<file path="src/sha1mh_pkg.sv">
// Shared types, constants and round functions of the SHA-1 message hasher.
// No dependencies; used by all RTL modules of the block.
`timescale 1ns / 1ps

package sha1mh_pkg;

    typedef logic [31:0]      t_word;
    typedef logic [3:0][7:0]  t_word_bytes;
    typedef logic [4:0][31:0] t_hash_state;

    // Controls from the sequencer to the round core
    typedef struct packed {
        logic load_w;
        logic load_h;
        logic step;
    } t_core_ctl;

    typedef enum logic [2:0] {
        ST_IDLE,
        ST_LOAD,
        ST_ROUND,
        ST_UPDATE,
        ST_FETCH,
        ST_SHOW
    } t_state;

    // How the bytes of the block being loaded are formed
    typedef enum logic [1:0] {
        MODE_FULL,
        MODE_TAIL,
        MODE_LENGTH
    } t_mode;

    localparam t_word K_ROUND0 = 32'h5A827999;
    localparam t_word K_ROUND1 = 32'h6ED9EBA1;
    localparam t_word K_ROUND2 = 32'h8F1BBCDC;
    localparam t_word K_ROUND3 = 32'hCA62C1D6;

    // Element 0 is H0
    localparam t_hash_state H_INIT = {
        32'hC3D2E1F0, 32'h10325476, 32'h98BADCFE, 32'hEFCDAB89, 32'h67452301
    };

    localparam logic [7:0] PAD_MARK    = 8'h80;
    localparam logic [6:0] LAST_ROUND  = 7'd79;
    localparam logic [6:0] LOAD_END    = 7'd16;
    localparam logic [6:0] CHAIN_WORDS = 7'd5;
    localparam logic [6:0] LAST_DIGEST = 7'd19;
    localparam logic [5:0] LAST_FILL   = 6'd63;
    localparam logic [5:0] LEN_START   = 6'd56;

    function automatic t_word round_f(input logic [6:0] rnd, input t_word b,
                                      input t_word c, input t_word d);
        t_word f;
        if (rnd < 7'd20) begin
            f = (b & c) | (~b & d);
        end else if (rnd < 7'd40) begin
            f = b ^ c ^ d;
        end else if (rnd < 7'd60) begin
            f = (b & c) | (b & d) | (c & d);
        end else begin
            f = b ^ c ^ d;
        end
        return f;
    endfunction

    function automatic t_word round_k(input logic [6:0] rnd);
        t_word k;
        if (rnd < 7'd20) begin
            k = K_ROUND0;
        end else if (rnd < 7'd40) begin
            k = K_ROUND1;
        end else if (rnd < 7'd60) begin
            k = K_ROUND2;
        end else begin
            k = K_ROUND3;
        end
        return k;
    endfunction

endpackage

</file>
<file path="src/sha1_message_hasher.sv">
// SHA-1 message hasher top level: sequencer, padding and digest output.
// Uses sha1mh_pkg, sha1mh_block_ram, sha1mh_chain_ram and sha1mh_round_core.
//
//  channel | direction | handshake                 | payload
//  --------+-----------+---------------------------+--------------------------------
//  in      | input     | i_in_valid / o_in_ready   | i_command, i_data_byte
//  out     | output    | o_out_valid / i_out_ready | o_digest_byte, o_last_of_digest
//
// An append is taken while idle; the append that fills the block starts compression
// (buffer and chain reads, 80 rounds at one per cycle, then chain updates).
// A finish compresses one or two padded blocks, then gives each of the 20 digest
// bytes as a chain memory read followed by an offer that waits for i_out_ready.
// Output stalls hold the digest byte; no new request is taken until the digest is out.
// Reset is synchronous, active low; it clears the sequencer, counts and chain valid bits.
`timescale 1ns / 1ps

module sha1_message_hasher (
    input  logic       i_clk,
    input  logic       i_rst_n,
    input  logic       i_in_valid,
    output logic       o_in_ready,
    input  logic       i_command,
    input  logic [7:0] i_data_byte,
    output logic       o_out_valid,
    input  logic       i_out_ready,
    output logic [7:0] o_digest_byte,
    output logic       o_last_of_digest
);

    sha1mh_pkg::t_state r_state, n_state;
    sha1mh_pkg::t_mode  r_mode,  n_mode;
    logic [6:0]         r_cnt,   n_cnt;
    logic [5:0]         r_fill,  n_fill;
    logic [54:0]        r_blk,   n_blk;

    logic               w_accept;
    logic               w_bram_we, w_bram_re;
    sha1mh_pkg::t_word  w_bram_rd;
    logic               w_cram_we, w_cram_re, w_cram_clear;
    logic [2:0]         w_cram_wa, w_cram_ra;
    sha1mh_pkg::t_word  w_cram_wd, w_cram_rd;
    sha1mh_pkg::t_core_ctl   w_ctl;
    sha1mh_pkg::t_hash_state w_core_st;
    sha1mh_pkg::t_word_bytes w_pad_word;
    sha1mh_pkg::t_word_bytes w_mem_word;
    sha1mh_pkg::t_word_bytes w_out_word;
    logic [7:0][7:0]    w_total;
    logic [3:0]         w_widx;
    logic [2:0]         w_upd_idx;

    assign w_accept = i_in_valid && o_in_ready;

    sha1mh_block_ram u_block_ram (
        .i_clk     (i_clk),
        .i_wr_en   (w_bram_we),
        .i_wr_addr (r_fill[5:2]),
        .i_wr_lane (r_fill[1:0]),
        .i_wr_byte (i_data_byte),
        .i_rd_en   (w_bram_re),
        .i_rd_addr (r_cnt[3:0]),
        .o_rd_data (w_bram_rd)
    );

    sha1mh_chain_ram u_chain_ram (
        .i_clk     (i_clk),
        .i_rst_n   (i_rst_n),
        .i_clear   (w_cram_clear),
        .i_wr_en   (w_cram_we),
        .i_wr_addr (w_cram_wa),
        .i_wr_data (w_cram_wd),
        .i_rd_en   (w_cram_re),
        .i_rd_addr (w_cram_ra),
        .o_rd_data (w_cram_rd)
    );

    sha1mh_round_core u_round_core (
        .i_clk    (i_clk),
        .i_ctl    (w_ctl),
        .i_rnd    (r_cnt),
        .i_w_word (w_pad_word),
        .i_h_word (w_cram_rd),
        .o_state  (w_core_st)
    );

    // Form padded block words: message bytes, end marker, zeros, bit length
    always_comb begin
        logic [5:0] p;
        logic [7:0] len_byte;
        w_total    = {r_blk, r_fill, 3'b000};
        w_mem_word = w_bram_rd;
        w_widx     = 4'(r_cnt - 7'd1);
        for (int j = 0; j < 4; j++) begin
            p        = {w_widx, 2'(j)};
            len_byte = w_total[~p[2:0]];
            case (r_mode)
                sha1mh_pkg::MODE_FULL: begin
                    w_pad_word[3-j] = w_mem_word[3-j];
                end
                sha1mh_pkg::MODE_TAIL: begin
                    if (p < r_fill) begin
                        w_pad_word[3-j] = w_mem_word[3-j];
                    end else if (p == r_fill) begin
                        w_pad_word[3-j] = sha1mh_pkg::PAD_MARK;
                    end else if (p >= sha1mh_pkg::LEN_START
                                 && r_fill < sha1mh_pkg::LEN_START) begin
                        w_pad_word[3-j] = len_byte;
                    end else begin
                        w_pad_word[3-j] = 8'h00;
                    end
                end
                sha1mh_pkg::MODE_LENGTH: begin
                    w_pad_word[3-j] = (p >= sha1mh_pkg::LEN_START) ? len_byte : 8'h00;
                end
                default: begin
                    w_pad_word[3-j] = 8'h00;
                end
            endcase
        end
    end

    // Chain update: add the working word to the chaining word just read
    assign w_upd_idx = 3'(r_cnt - 7'd1);
    assign w_cram_wa = w_upd_idx;
    assign w_cram_wd = w_cram_rd + w_core_st[w_upd_idx];

    // Select chain address: digest reads walk words by byte count
    assign w_cram_ra = (r_state == sha1mh_pkg::ST_FETCH || r_state == sha1mh_pkg::ST_SHOW)
                     ? r_cnt[4:2] : r_cnt[2:0];

    // Hold state registers
    always_ff @(posedge i_clk) begin
        if (!i_rst_n) begin
            r_state <= sha1mh_pkg::ST_IDLE;
            r_mode  <= sha1mh_pkg::MODE_FULL;
            r_cnt   <= '0;
            r_fill  <= '0;
            r_blk   <= '0;
        end else begin
            r_state <= n_state;
            r_mode  <= n_mode;
            r_cnt   <= n_cnt;
            r_fill  <= n_fill;
            r_blk   <= n_blk;
        end
    end

    // Sequence appends, block compression and digest output
    always_comb begin
        n_state      = r_state;
        n_mode       = r_mode;
        n_cnt        = r_cnt;
        n_fill       = r_fill;
        n_blk        = r_blk;
        w_bram_we    = 1'b0;
        w_bram_re    = 1'b0;
        w_cram_we    = 1'b0;
        w_cram_re    = 1'b0;
        w_cram_clear = 1'b0;
        w_ctl        = '0;
        case (r_state)
            sha1mh_pkg::ST_IDLE: begin
                if (w_accept) begin
                    n_cnt = '0;
                    if (!i_command) begin
                        w_bram_we = 1'b1;
                        n_fill    = r_fill + 6'd1;
                        if (r_fill == sha1mh_pkg::LAST_FILL) begin
                            n_mode  = sha1mh_pkg::MODE_FULL;
                            n_state = sha1mh_pkg::ST_LOAD;
                        end
                    end else begin
                        n_mode  = sha1mh_pkg::MODE_TAIL;
                        n_state = sha1mh_pkg::ST_LOAD;
                    end
                end
            end
            sha1mh_pkg::ST_LOAD: begin
                w_bram_re    = (r_cnt < sha1mh_pkg::LOAD_END);
                w_cram_re    = (r_cnt < sha1mh_pkg::CHAIN_WORDS);
                w_ctl.load_w = (r_cnt != 7'd0);
                w_ctl.load_h = (r_cnt != 7'd0) && (r_cnt <= sha1mh_pkg::CHAIN_WORDS);
                if (r_cnt == sha1mh_pkg::LOAD_END) begin
                    n_cnt   = '0;
                    n_state = sha1mh_pkg::ST_ROUND;
                end else begin
                    n_cnt = r_cnt + 7'd1;
                end
            end
            sha1mh_pkg::ST_ROUND: begin
                w_ctl.step = 1'b1;
                if (r_cnt == sha1mh_pkg::LAST_ROUND) begin
                    n_cnt   = '0;
                    n_state = sha1mh_pkg::ST_UPDATE;
                end else begin
                    n_cnt = r_cnt + 7'd1;
                end
            end
            sha1mh_pkg::ST_UPDATE: begin
                w_cram_re = (r_cnt < sha1mh_pkg::CHAIN_WORDS);
                w_cram_we = (r_cnt != 7'd0);
                if (r_cnt == sha1mh_pkg::CHAIN_WORDS) begin
                    n_cnt = '0;
                    if (r_mode == sha1mh_pkg::MODE_FULL) begin
                        n_blk   = r_blk + 55'd1;
                        n_state = sha1mh_pkg::ST_IDLE;
                    end else if (r_mode == sha1mh_pkg::MODE_TAIL
                                 && r_fill >= sha1mh_pkg::LEN_START) begin
                        n_mode  = sha1mh_pkg::MODE_LENGTH;
                        n_state = sha1mh_pkg::ST_LOAD;
                    end else begin
                        n_state = sha1mh_pkg::ST_FETCH;
                    end
                end else begin
                    n_cnt = r_cnt + 7'd1;
                end
            end
            sha1mh_pkg::ST_FETCH: begin
                w_cram_re = 1'b1;
                n_state   = sha1mh_pkg::ST_SHOW;
            end
            sha1mh_pkg::ST_SHOW: begin
                if (i_out_ready) begin
                    if (r_cnt == sha1mh_pkg::LAST_DIGEST) begin
                        w_cram_clear = 1'b1;
                        n_fill       = '0;
                        n_blk        = '0;
                        n_cnt        = '0;
                        n_state      = sha1mh_pkg::ST_IDLE;
                    end else begin
                        n_cnt   = r_cnt + 7'd1;
                        n_state = sha1mh_pkg::ST_FETCH;
                    end
                end
            end
            default: begin
                n_state = sha1mh_pkg::ST_IDLE;
            end
        endcase
    end

    // Drive ports; the chain read register holds the digest word during stalls
    assign w_out_word       = w_cram_rd;
    assign o_in_ready       = (r_state == sha1mh_pkg::ST_IDLE);
    assign o_out_valid      = (r_state == sha1mh_pkg::ST_SHOW);
    assign o_digest_byte    = w_out_word[~r_cnt[1:0]];
    assign o_last_of_digest = (r_cnt == sha1mh_pkg::LAST_DIGEST);

endmodule

</file>
<file path="src/sha1mh_block_ram.sv">
// Message block buffer: 16 words of 32 bits, byte-lane write, registered read.
// Depends on sha1mh_pkg for the word types.
`timescale 1ns / 1ps

module sha1mh_block_ram (
    input  logic               i_clk,
    input  logic               i_wr_en,
    input  logic [3:0]         i_wr_addr,
    input  logic [1:0]         i_wr_lane,
    input  logic [7:0]         i_wr_byte,
    input  logic               i_rd_en,
    input  logic [3:0]         i_rd_addr,
    output sha1mh_pkg::t_word  o_rd_data
);

    sha1mh_pkg::t_word_bytes r_mem [16];
    sha1mh_pkg::t_word       r_rd_data;

    // Write one byte; lane 0 is the most significant byte of the word
    always_ff @(posedge i_clk) begin
        if (i_wr_en) begin
            r_mem[i_wr_addr][~i_wr_lane] <= i_wr_byte;
        end
    end

    // Registered read
    always_ff @(posedge i_clk) begin
        if (i_rd_en) begin
            r_rd_data <= r_mem[i_rd_addr];
        end
    end

    assign o_rd_data = r_rd_data;

endmodule

</file>
<file path="src/sha1mh_chain_ram.sv">
// Chaining word store: 5 words of 32 bits with per-entry valid bits.
// An entry that is not valid reads as its initial SHA-1 value (sha1mh_pkg).
`timescale 1ns / 1ps

module sha1mh_chain_ram (
    input  logic               i_clk,
    input  logic               i_rst_n,
    input  logic               i_clear,
    input  logic               i_wr_en,
    input  logic [2:0]         i_wr_addr,
    input  sha1mh_pkg::t_word  i_wr_data,
    input  logic               i_rd_en,
    input  logic [2:0]         i_rd_addr,
    output sha1mh_pkg::t_word  o_rd_data
);

    sha1mh_pkg::t_word r_mem [5];
    logic [4:0]        r_valid;
    sha1mh_pkg::t_word r_rd_data;

    // Track written entries; clear returns all entries to initial values
    always_ff @(posedge i_clk) begin
        if (!i_rst_n || i_clear) begin
            r_valid <= '0;
        end else if (i_wr_en) begin
            r_valid[i_wr_addr] <= 1'b1;
        end
    end

    always_ff @(posedge i_clk) begin
        if (i_wr_en) begin
            r_mem[i_wr_addr] <= i_wr_data;
        end
    end

    // Registered read with fallback to the initial value
    always_ff @(posedge i_clk) begin
        if (i_rd_en) begin
            r_rd_data <= r_valid[i_rd_addr] ? r_mem[i_rd_addr]
                                            : sha1mh_pkg::H_INIT[i_rd_addr];
        end
    end

    assign o_rd_data = r_rd_data;

endmodule

</file>
<file path="src/sha1mh_round_core.sv">
// SHA-1 round datapath: 16-word schedule shift line and working words a..e.
// Depends on sha1mh_pkg for types and the round functions.
`timescale 1ns / 1ps

module sha1mh_round_core (
    input  logic                    i_clk,
    input  sha1mh_pkg::t_core_ctl   i_ctl,
    input  logic [6:0]              i_rnd,
    input  sha1mh_pkg::t_word       i_w_word,
    input  sha1mh_pkg::t_word       i_h_word,
    output sha1mh_pkg::t_hash_state o_state
);

    logic [15:0][31:0]       r_w;
    sha1mh_pkg::t_hash_state r_st;

    sha1mh_pkg::t_word w_sum;
    sha1mh_pkg::t_word w_mix;
    sha1mh_pkg::t_word w_next;

    // One round: new a from rotated a, round function, e, constant and W
    always_comb begin
        w_sum = {r_st[0][26:0], r_st[0][31:27]}
              + sha1mh_pkg::round_f(i_rnd, r_st[1], r_st[2], r_st[3])
              + r_st[4]
              + sha1mh_pkg::round_k(i_rnd)
              + r_w[0];
        w_mix  = r_w[13] ^ r_w[8] ^ r_w[2] ^ r_w[0];
        w_next = {w_mix[30:0], w_mix[31]};
    end

    // Schedule: shift in loaded words, or extend by one word each round
    always_ff @(posedge i_clk) begin
        if (i_ctl.load_w) begin
            r_w <= {i_w_word, r_w[15:1]};
        end else if (i_ctl.step) begin
            r_w <= {w_next, r_w[15:1]};
        end
    end

    // Working words: shift in chaining words, or advance one round
    always_ff @(posedge i_clk) begin
        if (i_ctl.load_h) begin
            r_st <= {i_h_word, r_st[4:1]};
        end else if (i_ctl.step) begin
            r_st[0] <= w_sum;
            r_st[1] <= r_st[0];
            r_st[2] <= {r_st[1][1:0], r_st[1][31:2]};
            r_st[3] <= r_st[2];
            r_st[4] <= r_st[3];
        end
    end

    assign o_state = r_st;

endmodule

</file>
<file path="config.mk">
export PLATFORM = sky130hd
export DESIGN_NAME = sha1_message_hasher
export DESIGN_NICKNAME = d
export VERILOG_FILES = /design/src/sha1mh_pkg.sv /design/src/sha1_message_hasher.sv /design/src/sha1mh_block_ram.sv /design/src/sha1mh_chain_ram.sv /design/src/sha1mh_round_core.sv
export SDC_FILE = /design/constraint.sdc
export NUM_CORES = 2
export LEC_CHECK = 0
export BUFFER_PORTS_ARGS = -buffer_cell sky130_fd_sc_hd__buf_2
export CELL_PAD_IN_SITES_DETAIL_PLACEMENT = 0
export CELL_PAD_IN_SITES_GLOBAL_PLACEMENT = 1
export CORE_MARGIN = 5
export CORE_UTILIZATION = 40
export CTS_CLUSTER_SIZE = 12
export DETAILED_ROUTE_END_ITERATION = 8
export PLACE_DENSITY = 0.59
export SYNTH_ARGS = -nofsm -noshare
export SYNTH_HDL_FRONTEND = slang
export SYNTH_SLANG_ARGS = --single-unit
</file>
<file path="constraint.sdc">
create_clock -name i_clk -period 27.5 [get_ports i_clk]
set_input_delay 1.375 -clock i_clk [delete_from_list [all_inputs] [get_ports i_clk]]
set_output_delay 1.375 -clock i_clk [all_outputs]
set_load 0.1 [all_outputs]
</file>
==> flow_summary.ini <==
[status]
status = finished clean

[worst_setup_path]
critical_path.top_delay_family = adder cells
cpMaxStageDelayCell = dfxtp_2
r2r_start = r_cnt[3]
path_buf_inv = 6
cp-startpoint = r_cnt[3]
cp.arrival_ns = 7.87
cp_max_fo = 30
setup.worst_path.end_class = register
cp_data_required_time_ns = 28.10
startpoint_type = register
crit_top_cell = fa_1
max_stage_delay_ns = 0.63
worstSetupPathType = reg -> reg

[pwr]
switching_share = 0.2658
p_sw_mw = 1.477
max-vdd-ir-drop_uv = 64.13
internal-power_mw = 4.079
p_leak_nw = 24.07
combPwrFrac = 0.147
power_frac_seq = 0.481
powerDensity_nw_per_um2 = 77.05
power_frac_clock = 0.372

[timing]
post-route-period-util = 0.2643
max_slew_margin = 0.1894
tightestPinTransition_ns = 1.216
fmax_mhz = 137.6
fin_crit_ns = 7.269
report.final.slew_viol_count = 0
layout_setup_ws_ns = 20.23
holdWs_ns = 0.4109
grt_setup_unrepaired = false
hold_viol = 0
tns_ns = 0
final.setup_skew_ns = 0.05632
setup_viol = 0

[routing]
dr_wl_met2_um = 74710
met3_length_um = 7087
top_layer_used = met5
wl_um = 160000
wl_met1_um = 74980
drtAntennaViolNets = 0
drc_errors = 0
firstDrtPassIters = 8
routedWlPerCell_um = 24.24
vias_per_cell = 5.304
num_vias = 35010
dr.first_iter.drc_count = 3128

[global_routing]
track_usage = 0.1881
grt_max_degree = 185
grt_pass1_vias = 34760
grt_remaining_overflow = 0
grt_antenna_before_repair = 10
grt_first_pass_wirelength_um = 237200

[clock_network]
cts_sinks = 1486
numCtsBuffers = 162
htreeDepth = 4
ctsHoldBuffers = 0
cts_resized = 0
cts-root-buf = clkbuf_16
cts_tree = built
clock_path_buffers = 3
post-cts-setup-buffers = 0
insertion_delay_ns = 0.80
clkSlewWorstSetupHoldPaths_ns = 0.06

[finish]
syn2layout_area_growth_pct = 11.80
multi_input_area_um2 = 19310
fin_util = 0.4496
fill_cells = 14300
drive_gt1_frac = 0.1183
fin_nets = 4565
regArea_um2 = 43850
design_area_um2 = 72110

[yosys]
ys.flop_type = edfxtp_1
ys_seq_area_frac = 0.6798
synth-seq-cells = 1486
syn_nets = 4520
synth-async-reset-ratio = 0
syn_avg_cell_area_um2 = 15.08
synth_edf_count = 1408
synth.distinct_cells = 89
ys_warn_count = 0
syn_inst = 4277
syn_area_um2 = 64500

[placement]
gp_congestion = 0.8079
detailed_place_hpwl_um = 104600
post-place-ws_ns = 20.08
portBuffers = 23
dpl_cell_area_um2 = 67090

[floorplan]
rows = 147
initial_utilization = 0.4021
die-area_um2 = 169400
fp.dieW_um = 411.6
coreArea_um2 = 160400
fp.dieH_um = 411.6
ios = 24

[job]
cap_violations = 0

[hold_path]
hold_start = u_round_core.r_w[480]
min_path_type = reg -> reg
final cells by class:
class                           instances  area share
Sequential cell                      1486      0.6082
Clock buffer                          217     0.06037
Clock inverter                         64    0.009196
Inverter                              180    0.009370
Tap cell                             2160     0.03748
Timing Repair Buffer                   76    0.007635
Antenna cell                            1  0.00003470
Multi-Input combinational cell       2416      0.2677
stage by stage:
step / power (mW) / instances
detailed placement: 3.538 / 6318
finish: 5.556 / 6600
CTS: 5.628 / 6599
global placement: 3.534 / 6318
floorplan: 3.319 / 4277
global route: 5.804 / 6599
state kept, by name (all words and copies together) (netlist names):
register               count
r_blk                     55
r_cnt                      7
r_fill                     6
r_mode                     2
r_state                    3
u_block_ram.o_rd_data     32
u_block_ram.r_mem        512
u_chain_ram.o_rd_data     32
u_chain_ram.r_mem        160
u_chain_ram.r_valid        5
u_round_core.o_state     160
u_round_core.r_w         512
path summary, 6_finish.rpt:
check | to | slack, ns | depth (start not counted)
setup / recovery | u_round_core.o_state[31] | 20.23 | 25
hold reg to reg | u_round_core.r_w[448] | 0.41 | 0
setup reg to reg | u_round_core.o_state[31] | 20.23 | 25
hold / removal | u_round_core.r_w[448] | 0.41 | 0
cells in the final DEF, fill, tap and decap left out, types with 43 or more instances in the layout:
cell / Yosys / routed
nor2b_1: 43 / 43
clkbuf_1: 124 / 48
buf_4: 2 / 50
nand2_1: 629 / 628
a21oi_1: 176 / 176
dfxtp_1: 78 / 74
o21ai_0: 100 / 98
xor2_1: 55 / 55
ha_1: 110 / 109
edfxtp_1: 1408 / 1408
mux4_2: 169 / 169
nor2_1: 265 / 263
clkbuf_16: 0 / 164
inv_1: 178 / 177
fa_1: 120 / 120
xnor2_1: 155 / 154
mux2i_1: 54 / 54
cells in the mapped netlist (11+ instances only):
cell	number	share of area
mux2_2	18	0.0031
mux4_2	169	0.059
a311oi_1	15	0.0020
o31ai_1	34	0.0040
o21ai_1	11	0.00085
buf_2	30	0.0023
o21a_1	11	0.0013
or3_1	17	0.0016
mux2i_1	54	0.0084
and4_1	11	0.0015
a211oi_1	12	0.0014
clkbuf_1	124	0.0072
a21oi_1	176	0.014
nand4_1	13	0.0013
o22ai_1	37	0.0036
o21ai_0	100	0.0078
a222oi_1	14	0.0022
and2_1	13	0.0013
xnor2_1	155	0.021
nand2_1	629	0.037
a311o_1	32	0.0050
nor3_1	24	0.0019
nor2b_1	43	0.0042
and3_1	41	0.0040
fa_1	120	0.037
inv_1	178	0.010
a32o_1	15	0.0023
a21o_1	31	0.0036
o32ai_1	21	0.0029
edfxtp_1	1408	0.66
ha_1	110	0.021
buf_1	37	0.0022
xor2_1	55	0.0075
nor2_1	265	0.015
dfxtp_1	78	0.024
nand3_1	38	0.0029
cells by family after synthesis:
logic type,count (synthesis),share of synthesized area
flops,1486,0.6798
simple gates,1134,0.07560
compound gates,597,0.06282
buf+inv,375,0.02276
mux,245,0.07197
fa+ha+maj,230,0.05859
xor+xnor,210,0.02852
metal layers:
metal,global-route usage,vias to the layer above
met1,0.2769,18050
met2,0.2943,714
met4,0.04586,2
li1,-,16070
met5,0,-
met3,0.03000,176
power by group through the flow:
stage               sequential [mW]  combinational (mW)  clock [mW]
floorplan                      2.73               0.591           0
global placement               2.72               0.818           0
detailed placement             2.72               0.821           0
CTS                            2.67               0.826        2.13
global route                   2.67               0.904        2.22
finish                         2.67               0.817        2.07
(Power assumes the default switching activity.)
